===== src/hdl/lfw_pkg.sv =====
`timescale 1ns / 1ps
// ----------------------------------------------------------------------------
// lfw_pkg: shared types and constants for the LED driver frame writer
// Payload structs for both channels, the internal command queue entry and
// the fixed command bytes of a frame.
// ----------------------------------------------------------------------------
package lfw_pkg;

	localparam int DIGIT_INPUTS      = 5;
	localparam int DIGIT_COUNT_DEF   = 5;
	localparam int DIGIT_IDX_W       = $clog2(DIGIT_INPUTS);
	localparam int SEG_W             = 5;
	localparam int QUEUE_DEPTH       = 2;
	localparam int QUEUE_PTR_W       = $clog2(QUEUE_DEPTH);
	localparam int QUEUE_CNT_W       = $clog2(QUEUE_DEPTH + 1);

	localparam logic [7:0] CMD_DATA       = 8'h40;
	localparam logic [7:0] CMD_ADDR       = 8'hC0;
	localparam logic [7:0] CMD_DISP_RESET = 8'h8C;
	localparam logic [7:0] LSB_MASK       = 8'h01;

	localparam logic ACTION_TICK  = 1'b0;
	localparam logic ACTION_START = 1'b1;

	typedef struct packed {
		logic       action;
		logic [7:0] digit0;
		logic [7:0] digit1;
		logic [7:0] digit2;
		logic [7:0] digit3;
		logic [7:0] digit4;
	} item_t;

	typedef struct packed {
		logic clock_pin;
		logic data_pin;
		logic data_drive;
		logic busy_res;
		logic frame_done;
	} result_t;

	typedef struct packed {
		logic                             is_start;
		logic [DIGIT_INPUTS-1:0][7:0]     digits;
	} cmd_t;

	typedef struct packed {
		logic valid;
		cmd_t cmd;
	} qhead_t;

endpackage


===== src/hdl/led_driver_frame_writer.sv =====
`timescale 1ns / 1ps
// Path: an accepted item is written to the queue, then to the sequencer's
// output register, which raises result_valid.
// Throughput: one item per cycle while result_stall is low.
// Reset: arst_n clears the queue, the sequencer (idle, both lines high) and
// sets the display command to 0x8C; the digit store is not reset.
// ----------------------------------------------------------------------------
// led_driver_frame_writer: two-wire LED driver frame writer
// Front queue of start and tick commands feeding a pin-step sequencer that
// sends data, address with digits, and display command bytes LSB first.
// ----------------------------------------------------------------------------
module led_driver_frame_writer #(
	parameter int DIGIT_COUNT = lfw_pkg::DIGIT_COUNT_DEF
) (
	input  logic             clk,
	input  logic             arst_n,
	input  logic             item_valid,
	output logic             item_stall,
	input  lfw_pkg::item_t   item,
	output logic             result_valid,
	input  logic             result_stall,
	output lfw_pkg::result_t result,
	input  logic             cfg_valid,
	output logic             cfg_ready,
	input  logic [7:0]       cfg_data
);

	lfw_pkg::qhead_t head;
	logic            pop;

	assign cfg_ready = 1'b1;

	lfw_front u_front (
		.clk        (clk),
		.arst_n     (arst_n),
		.item_valid (item_valid),
		.item_stall (item_stall),
		.item       (item),
		.head       (head),
		.pop        (pop)
	);

	lfw_back #(
		.DIGIT_COUNT (DIGIT_COUNT)
	) u_back (
		.clk          (clk),
		.arst_n       (arst_n),
		.head         (head),
		.pop          (pop),
		.cfg_valid    (cfg_valid && cfg_ready),
		.cfg_data     (cfg_data),
		.result_valid (result_valid),
		.result_stall (result_stall),
		.result       (result)
	);

endmodule


===== src/hdl/lfw_front.sv =====
`timescale 1ns / 1ps
// ----------------------------------------------------------------------------
// lfw_front: input side of the frame writer
// Takes input transfers, sorts them into start and tick commands and holds
// them in a short queue for the sequencer.
// ----------------------------------------------------------------------------
module lfw_front (
	input  logic           clk,
	input  logic           arst_n,
	input  logic           item_valid,
	output logic           item_stall,
	input  lfw_pkg::item_t item,
	output lfw_pkg::qhead_t head,
	input  logic           pop
);

	lfw_pkg::cmd_t                         entry_q [lfw_pkg::QUEUE_DEPTH];
	logic [lfw_pkg::QUEUE_PTR_W-1:0]       wr_ptr_q;
	logic [lfw_pkg::QUEUE_PTR_W-1:0]       rd_ptr_q;
	logic [lfw_pkg::QUEUE_CNT_W-1:0]       count_q;
	logic                                  push;
	logic                                  do_pop;
	lfw_pkg::cmd_t                         cmd_in;

	always_comb begin
		cmd_in.is_start  = (item.action == lfw_pkg::ACTION_START);
		cmd_in.digits[0] = item.digit0;
		cmd_in.digits[1] = item.digit1;
		cmd_in.digits[2] = item.digit2;
		cmd_in.digits[3] = item.digit3;
		cmd_in.digits[4] = item.digit4;
	end

	assign item_stall = (count_q == lfw_pkg::QUEUE_CNT_W'(lfw_pkg::QUEUE_DEPTH));
	assign push       = item_valid && !item_stall;
	assign head.valid = (count_q != '0);
	assign head.cmd   = entry_q[rd_ptr_q];
	assign do_pop     = pop && head.valid;

	always_ff @(posedge clk) begin
		if (push) begin
			entry_q[wr_ptr_q] <= cmd_in;
		end
	end

	always_ff @(posedge clk or negedge arst_n) begin
		if (!arst_n) begin
			wr_ptr_q <= '0;
			rd_ptr_q <= '0;
			count_q  <= '0;
		end else begin
			if (push) begin
				wr_ptr_q <= wr_ptr_q + 1'b1;
			end
			if (do_pop) begin
				rd_ptr_q <= rd_ptr_q + 1'b1;
			end
			if (push && !do_pop) begin
				count_q <= count_q + 1'b1;
			end else if (!push && do_pop) begin
				count_q <= count_q - 1'b1;
			end
		end
	end

`ifndef ASSERT_OFF
	a_count_bound: assert property (@(posedge clk) disable iff (!arst_n)
		count_q <= lfw_pkg::QUEUE_CNT_W'(lfw_pkg::QUEUE_DEPTH))
		else $error("command queue count exceeds its depth");

	a_push_grows: assert property (@(posedge clk) disable iff (!arst_n)
		(push && !do_pop) |=> (count_q == $past(count_q) + 1'b1))
		else $error("queue count did not follow a lone push");

	a_pop_shrinks: assert property (@(posedge clk) disable iff (!arst_n)
		(do_pop && !push) |=> (count_q == $past(count_q) - 1'b1))
		else $error("queue count did not follow a lone pop");
`endif

endmodule


===== src/hdl/lfw_back.sv =====
`timescale 1ns / 1ps
// ----------------------------------------------------------------------------
// lfw_back: frame sequencer of the frame writer
// Executes one queued command per cycle unless stalled, steps the pin levels
// through the frame segments and holds each result in an output register.
// ----------------------------------------------------------------------------
module lfw_back #(
	parameter int DIGIT_COUNT = lfw_pkg::DIGIT_COUNT_DEF
) (
	input  logic             clk,
	input  logic             arst_n,
	input  lfw_pkg::qhead_t  head,
	output logic             pop,
	input  logic             cfg_valid,
	input  logic [7:0]       cfg_data,
	output logic             result_valid,
	input  logic             result_stall,
	output lfw_pkg::result_t result
);

	localparam int SEG_BASE  = 7 + 2 * DIGIT_COUNT;
	localparam int SEG_TOTAL = SEG_BASE + 5;
	localparam int SW        = lfw_pkg::SEG_W;

	localparam logic [1:0] KIND_START = 2'd0;
	localparam logic [1:0] KIND_BYTE  = 2'd1;
	localparam logic [1:0] KIND_ACK   = 2'd2;
	localparam logic [1:0] KIND_STOP  = 2'd3;

	function automatic logic [1:0] seg_kind(input logic [SW-1:0] s);
		logic [1:0] k;
		if (s < SW'(7)) begin
			case (s[2:0])
				3'd0, 3'd4: k = KIND_START;
				3'd1, 3'd5: k = KIND_BYTE;
				3'd2, 3'd6: k = KIND_ACK;
				default:    k = KIND_STOP;
			endcase
		end else if (s < SW'(SEG_BASE)) begin
			// Digit bytes sit on odd segment numbers, their acks on even ones.
			k = s[0] ? KIND_BYTE : KIND_ACK;
		end else if (s == SW'(SEG_BASE) || s == SW'(SEG_BASE + 4)) begin
			k = KIND_STOP;
		end else if (s == SW'(SEG_BASE + 1)) begin
			k = KIND_START;
		end else if (s == SW'(SEG_BASE + 2)) begin
			k = KIND_BYTE;
		end else begin
			k = KIND_ACK;
		end
		return k;
	endfunction

	logic [7:0]                 display_cmd_q;
	logic [7:0]                 digits_q [lfw_pkg::DIGIT_INPUTS];
	logic [SW-1:0]              seg_q;
	logic [1:0]                 phase_q;
	logic [2:0]                 bit_q;
	logic [7:0]                 shift_q;
	logic                       busy_q;
	logic                       scl_q;
	logic                       sda_q;
	logic                       res_valid_q;
	lfw_pkg::result_t           res_q;

	logic [SW-1:0]              seg_n;
	logic [1:0]                 phase_n;
	logic [2:0]                 bit_n;
	logic [7:0]                 shift_n;
	logic                       busy_n;
	logic                       scl_n;
	logic                       sda_n;
	logic                       done_n;
	logic                       last;
	logic                       hold;
	logic                       load_digits;
	logic [SW-1:0]              seg_inc;
	logic [SW-1:0]              digit_pos;
	logic [7:0]                 next_byte;
	lfw_pkg::result_t           res_n;

	assign pop     = head.valid && (!res_valid_q || !result_stall);
	assign seg_inc = seg_q + 1'b1;

	// Byte that the following segment will shift out.
	always_comb begin
		digit_pos = (seg_inc - SW'(7)) >> 1;
		if (seg_inc == SW'(1)) begin
			next_byte = lfw_pkg::CMD_DATA;
		end else if (seg_inc == SW'(5)) begin
			next_byte = lfw_pkg::CMD_ADDR;
		end else if (seg_inc >= SW'(7) && seg_inc < SW'(SEG_BASE)) begin
			if (digit_pos < SW'(lfw_pkg::DIGIT_INPUTS)) begin
				next_byte = digits_q[digit_pos[lfw_pkg::DIGIT_IDX_W-1:0]];
			end else begin
				next_byte = '0;
			end
		end else begin
			next_byte = display_cmd_q;
		end
	end

	always_comb begin
		seg_n       = seg_q;
		phase_n     = phase_q;
		bit_n       = bit_q;
		shift_n     = shift_q;
		busy_n      = busy_q;
		scl_n       = scl_q;
		sda_n       = sda_q;
		done_n      = 1'b0;
		last        = 1'b0;
		hold        = 1'b0;
		load_digits = 1'b0;
		if (pop) begin
			if (head.cmd.is_start) begin
				// A start during a frame is dropped.
				if (!busy_q) begin
					load_digits = 1'b1;
					busy_n      = 1'b1;
					seg_n       = '0;
					phase_n     = '0;
					bit_n       = '0;
				end
			end else if (busy_q) begin
				case (seg_kind(seg_q))
					KIND_START: begin
						if (phase_q == 2'd0) begin
							scl_n = 1'b1;
							sda_n = 1'b1;
						end else begin
							sda_n = 1'b0;
							last  = 1'b1;
						end
					end
					KIND_BYTE: begin
						if (phase_q == 2'd0) begin
							scl_n = 1'b0;
						end else if (phase_q == 2'd1) begin
							sda_n   = |(shift_q & lfw_pkg::LSB_MASK);
							shift_n = shift_q >> 1;
						end else begin
							scl_n = 1'b1;
							if (bit_q == 3'd7) begin
								last = 1'b1;
							end else begin
								bit_n = bit_q + 3'd1;
								hold  = 1'b1;
							end
						end
					end
					KIND_ACK: begin
						if (phase_q == 2'd0) begin
							scl_n = 1'b0;
						end else if (phase_q == 2'd1) begin
							scl_n = 1'b1;
						end else begin
							scl_n = 1'b0;
							last  = 1'b1;
						end
					end
					default: begin
						if (phase_q == 2'd0) begin
							scl_n = 1'b0;
						end else if (phase_q == 2'd1) begin
							sda_n = 1'b0;
						end else if (phase_q == 2'd2) begin
							scl_n = 1'b1;
						end else begin
							sda_n = 1'b1;
							last  = 1'b1;
						end
					end
				endcase
				if (last) begin
					phase_n = '0;
					bit_n   = '0;
					if (seg_inc == SW'(SEG_TOTAL)) begin
						seg_n  = '0;
						busy_n = 1'b0;
						done_n = 1'b1;
					end else begin
						seg_n = seg_inc;
						if (seg_kind(seg_inc) == KIND_BYTE) begin
							shift_n = next_byte;
						end
					end
				end else if (hold) begin
					phase_n = '0;
				end else begin
					phase_n = phase_q + 2'd1;
				end
			end
		end
		res_n.clock_pin  = scl_n;
		res_n.data_pin   = sda_n;
		res_n.data_drive = !(busy_n && (seg_kind(seg_n) == KIND_ACK));
		res_n.busy_res   = busy_n;
		res_n.frame_done = done_n;
	end

	always_ff @(posedge clk) begin
		if (load_digits) begin
			for (int i = 0; i < lfw_pkg::DIGIT_INPUTS; i++) begin
				digits_q[i] <= head.cmd.digits[i];
			end
		end
		if (pop) begin
			res_q <= res_n;
		end
	end

	always_ff @(posedge clk or negedge arst_n) begin
		if (!arst_n) begin
			display_cmd_q <= lfw_pkg::CMD_DISP_RESET;
			seg_q         <= '0;
			phase_q       <= '0;
			bit_q         <= '0;
			shift_q       <= '0;
			busy_q        <= 1'b0;
			scl_q         <= 1'b1;
			sda_q         <= 1'b1;
			res_valid_q   <= 1'b0;
		end else begin
			if (cfg_valid) begin
				display_cmd_q <= cfg_data;
			end
			seg_q   <= seg_n;
			phase_q <= phase_n;
			bit_q   <= bit_n;
			shift_q <= shift_n;
			busy_q  <= busy_n;
			scl_q   <= scl_n;
			sda_q   <= sda_n;
			if (pop) begin
				res_valid_q <= 1'b1;
			end else if (!result_stall) begin
				res_valid_q <= 1'b0;
			end
		end
	end

	assign result_valid = res_valid_q;
	assign result       = res_q;

`ifndef ASSERT_OFF
	a_idle_clean: assert property (@(posedge clk) disable iff (!arst_n)
		!busy_q |-> (seg_q == '0 && phase_q == '0 && bit_q == '0))
		else $error("sequencer counters not cleared while idle");

	a_seg_bound: assert property (@(posedge clk) disable iff (!arst_n)
		seg_q < SW'(SEG_TOTAL))
		else $error("segment index beyond the frame");

	a_done_on_fall: assert property (@(posedge clk) disable iff (!arst_n)
		$fell(busy_q) |-> (res_valid_q && res_q.frame_done && !res_q.busy_res))
		else $error("frame ended without a done result");
`endif

endmodule


===== config.mk =====
export PLATFORM = sky130hd
export DESIGN_NAME = led_driver_frame_writer
export DESIGN_NICKNAME = d
export VERILOG_FILES = /design/src/hdl/lfw_pkg.sv /design/src/hdl/led_driver_frame_writer.sv /design/src/hdl/lfw_front.sv /design/src/hdl/lfw_back.sv
export SDC_FILE = /design/constraint.sdc
export NUM_CORES = 1
export LEC_CHECK = 0
export BUFFER_PORTS_ARGS = -buffer_cell sky130_fd_sc_hd__clkbuf_2
export CAP_MARGIN = 20
export CORE_UTILIZATION = 36
export DETAILED_ROUTE_END_ITERATION = 7
export SLEW_MARGIN = 5
export SYNTH_ARGS = -nofsm -noshare
export SYNTH_HDL_FRONTEND = slang
export SYNTH_SLANG_ARGS = --single-unit

===== constraint.sdc =====
create_clock -name clk -period 3.9 [get_ports clk]
set_input_delay 0.39 -clock clk [delete_from_list [all_inputs] [get_ports clk]]
set_output_delay 0.39 -clock clk [all_outputs]
set_load 0.005 [all_outputs]

==> out/qor.yml, run 1 <==
cts_hold_buf: 0
clk_pin_slew_ps: 70
relSlewSlack_pct: 32.09
hpwlAfterDp_um: 8712
rsz0062_at_grt: "no"
cp_cell_sequence: "inv_1 -> ha_1 -> o41ai_2 -> a21oi_1 -> a211o_1 -> and2_1 -> buf_4 -> nor3_1 -> a22o_1 -> a211oi_1 -> or4b_1"
track_usage_pct: 13.96
cp-start-kind: "register"
power_mw: 5.126
initial_core_util_pct: 36.98
grt_pass1_vias: 4153
fin_ws_ps: 262.7
die_h_um: 141.1
worstSetupEndpointType: "register"
post_cts_buffers: 0
place_ws_ps: 324.9
drt-initial-drc-count: 219
worst_hold_slack_ps: 83.30
antenna_left: 0
drt-wirelength-per-cell_um: 16.13
drv_slew: 0
placed_cells: 773
p_per_area_nw_per_um2: 628.2
coreArea_um2: 18830
fillers: 1706
num_vias: 3980
num_rows: 50
synth.distinct_cells: 68
p_comb_share_pct: 22.0
p_int_mw: 3.636
cts_buffer_depth: 2
wl_um: 12990
hp-class: "primary input to asynchronous set/reset pin"
synth_edf_count: 127
cts_tree: "done"
ys_async_sr_fraction_pct: 21.12
nNetsFinal: 600
clock_latency_ps: 420
fin_tns_setup_ps: 0
die_w_um: 141.1
cts_buffers: 17
drc: 0
p_sw_share_pct: 29.07
synth_warnings: 0
layout-drive-gt1-share_pct: 33.39
drt_pass1_iterations: 4
worstMarginPinSlew_ps: 1019
min_period_ps: 3637
fin_crit_sh_pct: 93.27
cts_sinks: 161
syn_nets: 525
fmax_mhz: 274.9
fin_area_um2: 8160
syn_area_per_cell_um2: 15.24
ys.flop_type: "edfxtp_1"
required_ps: 4060
diodes: 0
crit_arrival_ps: 3800
grt_pass1_wl_um: 21220
die-area_um2: 19900
p_leak_nw: 3.035
synth_seq_cells: 161
place_area_um2: 7592
gr-total-overflow: 0
vdd_drop_max_v: 0.0003154
clockRootBuffer: "clkbuf_16"
place_congestion: 0.8651
drv_cap: 0
final_cells: 805
hold_violations: 0
num_io_pins: 62
areaGrowthSynthToFinish_pct: 17.20
crit_type: "register to register"
status: "completed"
vias_per_cell: 4.944
htree_levels: 4
antenna_found_initial: 0
power.switching_mw: 1.490
ys_seq_area_share_pct: 67.08
cp_slowest_cell: "dfrtp_1"
netlist_instances: 457
max_stage_delay_ps: 570
setup_viol: 0
grt_max_degree: 42
skew_ps: 7.147
path_max_fanout: 10
post-route-util_pct: 43.34
power.share.clock_pct: 30.9
seqPwrFrac_pct: 47.1
port-buffer-count: 60
syn-cell-area_um2: 6963
cts_resized: 0
power by group through the flow:
stage          Sequential [mW]  Combinational [mW]  Clock [mW]
4_1_cts                   2.42                1.15        1.62
3_3_place_gp              2.44                1.13           0
5_1_grt                   2.45                1.25        1.69
2_1_floorplan             2.41               0.825           0
6_report                  2.41                1.13        1.59
3_5_place_dp              2.45                1.14           0
flip-flops by register name, indices dropped and copies added (netlist names), 2 cells and up:
| name | cells |
|---|---|
| u_back.phase_q | 2 |
| u_back.display_cmd_q | 8 |
| u_back.bit_q | 3 |
| u_back.seg_q | 5 |
| u_front.entry_q | 82 |
| u_back.result | 5 |
| u_back.shift_q | 8 |
| u_front.count_q | 2 |
| u_back.digits_q | 40 |
cell usage in the layout (no fill, tap or decap), types with 2 or more instances in the layout:
master      count
nand3b_1        2
nor3b_1         2
o22ai_1        10
a21bo_2         2
or4b_1          2
clkbuf_2       60
mux2_2         49
ha_1           14
mux4_2          8
inv_1          12
nor3_1          5
xor2_1          5
mux2i_1        10
dfstp_2         5
inv_6           4
a31oi_1         4
o211a_1         2
xnor2_1         9
clkbuf_16      17
inv_8           5
dfrtp_1        28
nand3_1         6
nand2_1        23
and2_1          2
a21oi_1        15
clkinvlp_4      3
nor2b_1         2
edfxtp_1      127
nand2b_1        3
o21ai_0        14
nand4_1         3
nor2_1         33
buf_4          12
a211oi_1        5
path summary, 6_finish.rpt:
kind / start / end / slack [ps] / depth (start not counted)
setup / recovery: u_back.seg_q[1]$_DFF_PN0_ / u_back.result[2]$_DFFE_PP_ / 260 / 11
hold / removal: arst_n / u_back.seg_q[4]$_DFF_PN0_ / 80 / 1
setup reg to reg: u_back.seg_q[1]$_DFF_PN0_ / u_back.result[2]$_DFFE_PP_ / 260 / 11
hold reg to reg: u_back.result_valid$_DFFE_PN0P_ / u_back.result_valid$_DFFE_PN0P_ / 490 / 2
max in group asynchronous: arst_n / u_front.rd_ptr_q$_DFFE_PN0P_ / 3210 / 1
min in group clk: item[34] / u_front.entry_q[1][2]$_DFFE_PP_ / 150 / 1
worst max-delay path, delay by kind of cell (launching register included):
kind	cells	cell delay, ps
DFF	1	570
adders and majority gates	1	300
buffers and inverters	2	310
AOI/OAI and AO/OA	5	1230
and+or+nand+nor	3	960
logic make-up (layout without fill, tap and decap cells):
logic type | after synthesis | after routing | synth area share, %
flops | 161 | 161 | 67.08
compound gates | 75 | 75 | 7.530
fa+ha+maj | 14 | 14 | 2.516
xor+xnor | 14 | 14 | 1.761
simple gates | 96 | 96 | 7.008
other cells | 1 | 1 | 0.05386
buf+inv | 29 | 117 | 2.102
mux | 67 | 67 | 11.95
layer usage:
layer	track usage (%)	vias up	wire, µm
met5	0	-	0
met3	4.042	13	599
met4	5.835	0	190
li1	-	1903	-
met1	16.54	1958	5619
met2	23.71	106	6575
area by class of cell:
type / count / area (µm²) / area share [%]
Clock buffer: 18 / 429.2 / 5.259
Clock inverter: 14 / 138.9 / 1.702
Inverter: 13 / 48.80 / 0.5980
Multi-Input combinational cell: 267 / 2156 / 26.42
Sequential cell: 161 / 4672 / 57.25
Tap cell: 260 / 325.3 / 3.987
Timing Repair Buffer: 72 / 390.4 / 4.784
cells in the mapped netlist, types with 2 or more instances:
library cell | instances | area, µm²
edfxtp_1 | 127 | 3814
a211oi_1 | 5 | 37.54
and2_1 | 3 | 18.77
a31oi_1 | 4 | 25.02
nand2b_1 | 3 | 18.77
nor3_1 | 5 | 25.02
xnor2_1 | 9 | 78.83
nor2b_1 | 2 | 12.51
mux2_2 | 49 | 551.8
o22ai_1 | 10 | 62.56
a21oi_1 | 15 | 75.07
nand2_1 | 23 | 86.33
o21ai_0 | 14 | 70.07
and3_1 | 2 | 12.51
dfstp_2 | 5 | 131.4
or4b_1 | 2 | 20.02
a21bo_2 | 2 | 20.02
nand3b_1 | 2 | 15.01
xor2_1 | 5 | 43.79
mux2i_1 | 10 | 100.1
o211a_1 | 2 | 20.02
buf_2 | 3 | 15.01
nor2_1 | 34 | 127.6
mux4_2 | 8 | 180.2
clkbuf_1 | 7 | 26.28
nand4_1 | 3 | 18.77
ha_1 | 14 | 175.2
dfrtp_1 | 29 | 725.7
nor3b_1 | 2 | 15.01
buf_6 | 4 | 45.04
nand3_1 | 6 | 30.03
inv_1 | 12 | 45.04
Power figures use the tool's default switching activity.
==> inputs of run 2 (changes only) <==
Settings changed: CELL_PAD_IN_SITES_DETAIL_PLACEMENT set to 1, CELL_PAD_IN_SITES_GLOBAL_PLACEMENT set to 2, PLACE_DENSITY_LB_ADDON set to 0.1.
==> run 2 against run 1 <==
Effect of this change: worst hold slack better by 16 ps; routed wire length is 7.9% higher; sequential power hardly changed; utilization is 0.19 points higher; combinational power hardly changed; critical path type unchanged.
==> out/qor.yml, run 2 (synthesized netlist as in run 1, its figures left out) <==
status: "completed"
die_h_um: 141.1
layout-drive-gt1-share_pct: 33.46
port-buffer-count: 60
largest_register_ffs: 82
place_congestion: 0.7792
cts_tree: "done"
diodes: 0
hold_violations: 0
path_max_fanout: 8
drv_cap: 0
antenna_left: 0
most-common-layout-cells: "edfxtp_1 (127), clkbuf_2 (60), mux2_2 (49), nor2_1 (33), dfrtp_1 (27)"
grt_pass1_vias: 4326
cts_buffer_depth: 2
worst_hold_slack_ps: 99.32
drt-initial-drc-count: 107
regMostFlops: "u_front.entry_q"
drt-wirelength-per-cell_um: 17.42
num_io_pins: 62
power_mw: 5.257
cp_cell_sequence: "inv_1 -> ha_1 -> or4b_1 -> nand4b_1 -> a22o_2 -> a32oi_1 -> a211oi_1 -> o21ai_0 -> a32o_1 -> nor4bb_1 -> or4b_1"
cts_sinks: 161
clockRootBuffer: "clkbuf_16"
hpwlAfterDp_um: 9378
vias_per_cell: 4.935
coreArea_um2: 18830
clk_pin_slew_ps: 70
cts_buffers: 17
grt_max_degree: 42
place_ws_ps: 278.3
hp-class: "primary input to asynchronous set/reset pin"
worstSetupEndpointType: "register"
track_usage_pct: 15.42
fin_tns_setup_ps: 0
vdd_drop_max_v: 0.0003762
crit_type: "register to register"
gr-total-overflow: 0
htree_levels: 4
setup_viol: 0
min_period_ps: 3610
required_ps: 4060
areaGrowthSynthToFinish_pct: 17.72
nNetsFinal: 599
initial_core_util_pct: 36.98
num_rows: 50
die-area_um2: 19900
wl_um: 14010
rsz0062_at_grt: "no"
cts_hold_buf: 0
antenna_found_initial: 0
crit_arrival_ps: 3770
drc: 0
relSlewSlack_pct: 30.24
post_cts_buffers: 0
worstMarginPinSlew_ps: 1046
p_per_area_nw_per_um2: 641.4
cpMostUsedCell: "or4b_1"
fin_crit_sh_pct: 92.56
drv_slew: 0
cp-start-kind: "register"
num_vias: 3968
p_leak_nw: 3.055
die_w_um: 141.1
fmax_mhz: 277.0
top_regs: "u_front.entry_q x82, u_back.digits_q x40"
max_stage_delay_ps: 480
drt_pass1_iterations: 4
cp_slowest_cell: "or4b_1"
grt_pass1_wl_um: 23030
clock_latency_ps: 430
fin_ws_ps: 290.3
layout_commonest_cell: "edfxtp_1"
skew_ps: 14.98
[run 2: area by class of cell]
class	instances	area (µm²)
Tap cell	260	325.3
Timing Repair Buffer	71	395.4
Clock buffer	18	429.2
Sequential cell	161	4673
Multi-Input combinational cell	267	2156
Inverter	13	48.80
Fill cell	1900	10630
Clock inverter	14	168.9
[run 2: report_power, final]
| part | switching [mW] | leakage [nW] | total [mW] | internal, mW |
|---|---|---|---|---|
| Sequential | 0.128 | 1.55 | 2.41 | 2.28 |
| Clock | 0.730 | 0.293 | 1.70 | 0.967 |
| Combinational | 0.640 | 1.21 | 1.15 | 0.509 |
[run 2: path summary, 6_finish.rpt]
kind	start	endpoint	slack [ps]	cells after the start
min in group clk	item[24]	u_front.entry_q[1][8]$_DFFE_PP_	150	1
min reg2reg	u_back.result_valid$_DFFE_PN0P_	u_back.result_valid$_DFFE_PN0P_	490	2
min	arst_n	u_front.wr_ptr_q$_DFFE_PN0P_	100	1
max	u_back.seg_q[0]$_DFF_PN0_	u_back.result[2]$_DFFE_PP_	290	11
max reg2reg	u_back.seg_q[0]$_DFF_PN0_	u_back.result[2]$_DFFE_PP_	290	11
max in group asynchronous	arst_n	u_back.seg_q[1]$_DFF_PN0_	3170	1
[run 2: per-layer routing]
metal / routed length, µm / track usage [%] / vias up
met4: 204 / 5.149 / 0
met3: 470 / 3.736 / 16
met2: 6858 / 25.17 / 74
li1: - / - / 1906
met1: 6475 / 20.10 / 1972
met5: 0 / 0 / -
[run 2: timing repair]
item | in CTS | in global routing
hold endpoints to repair | 0 | 0
endpoints found under the setup margin | 0 | 1
gates resized for setup | 0 | 1
[run 2: stage by stage]
stage | cells | instance area, µm² | utilization, %
4_1_cts | 803 | 8175 | 43.42
3_5_place_dp | 771 | 7577 | 40.24
6_report | 804 | 8197 | 43.53
2_1_floorplan | 457 | 6963 | -
3_3_place_gp | 771 | 7577 | 40.24
5_1_grt | 804 | 8197 | 43.53
[run 2: critical path: cells and delay by family (launching register included)]
kind                       cells  cell delay [ps]
buffers and inverters          1              170
adders and majority gates      1              280
AOI/OAI and AO/OA              5             1200
and+or+nand+nor                4             1230
DFF                            1              470
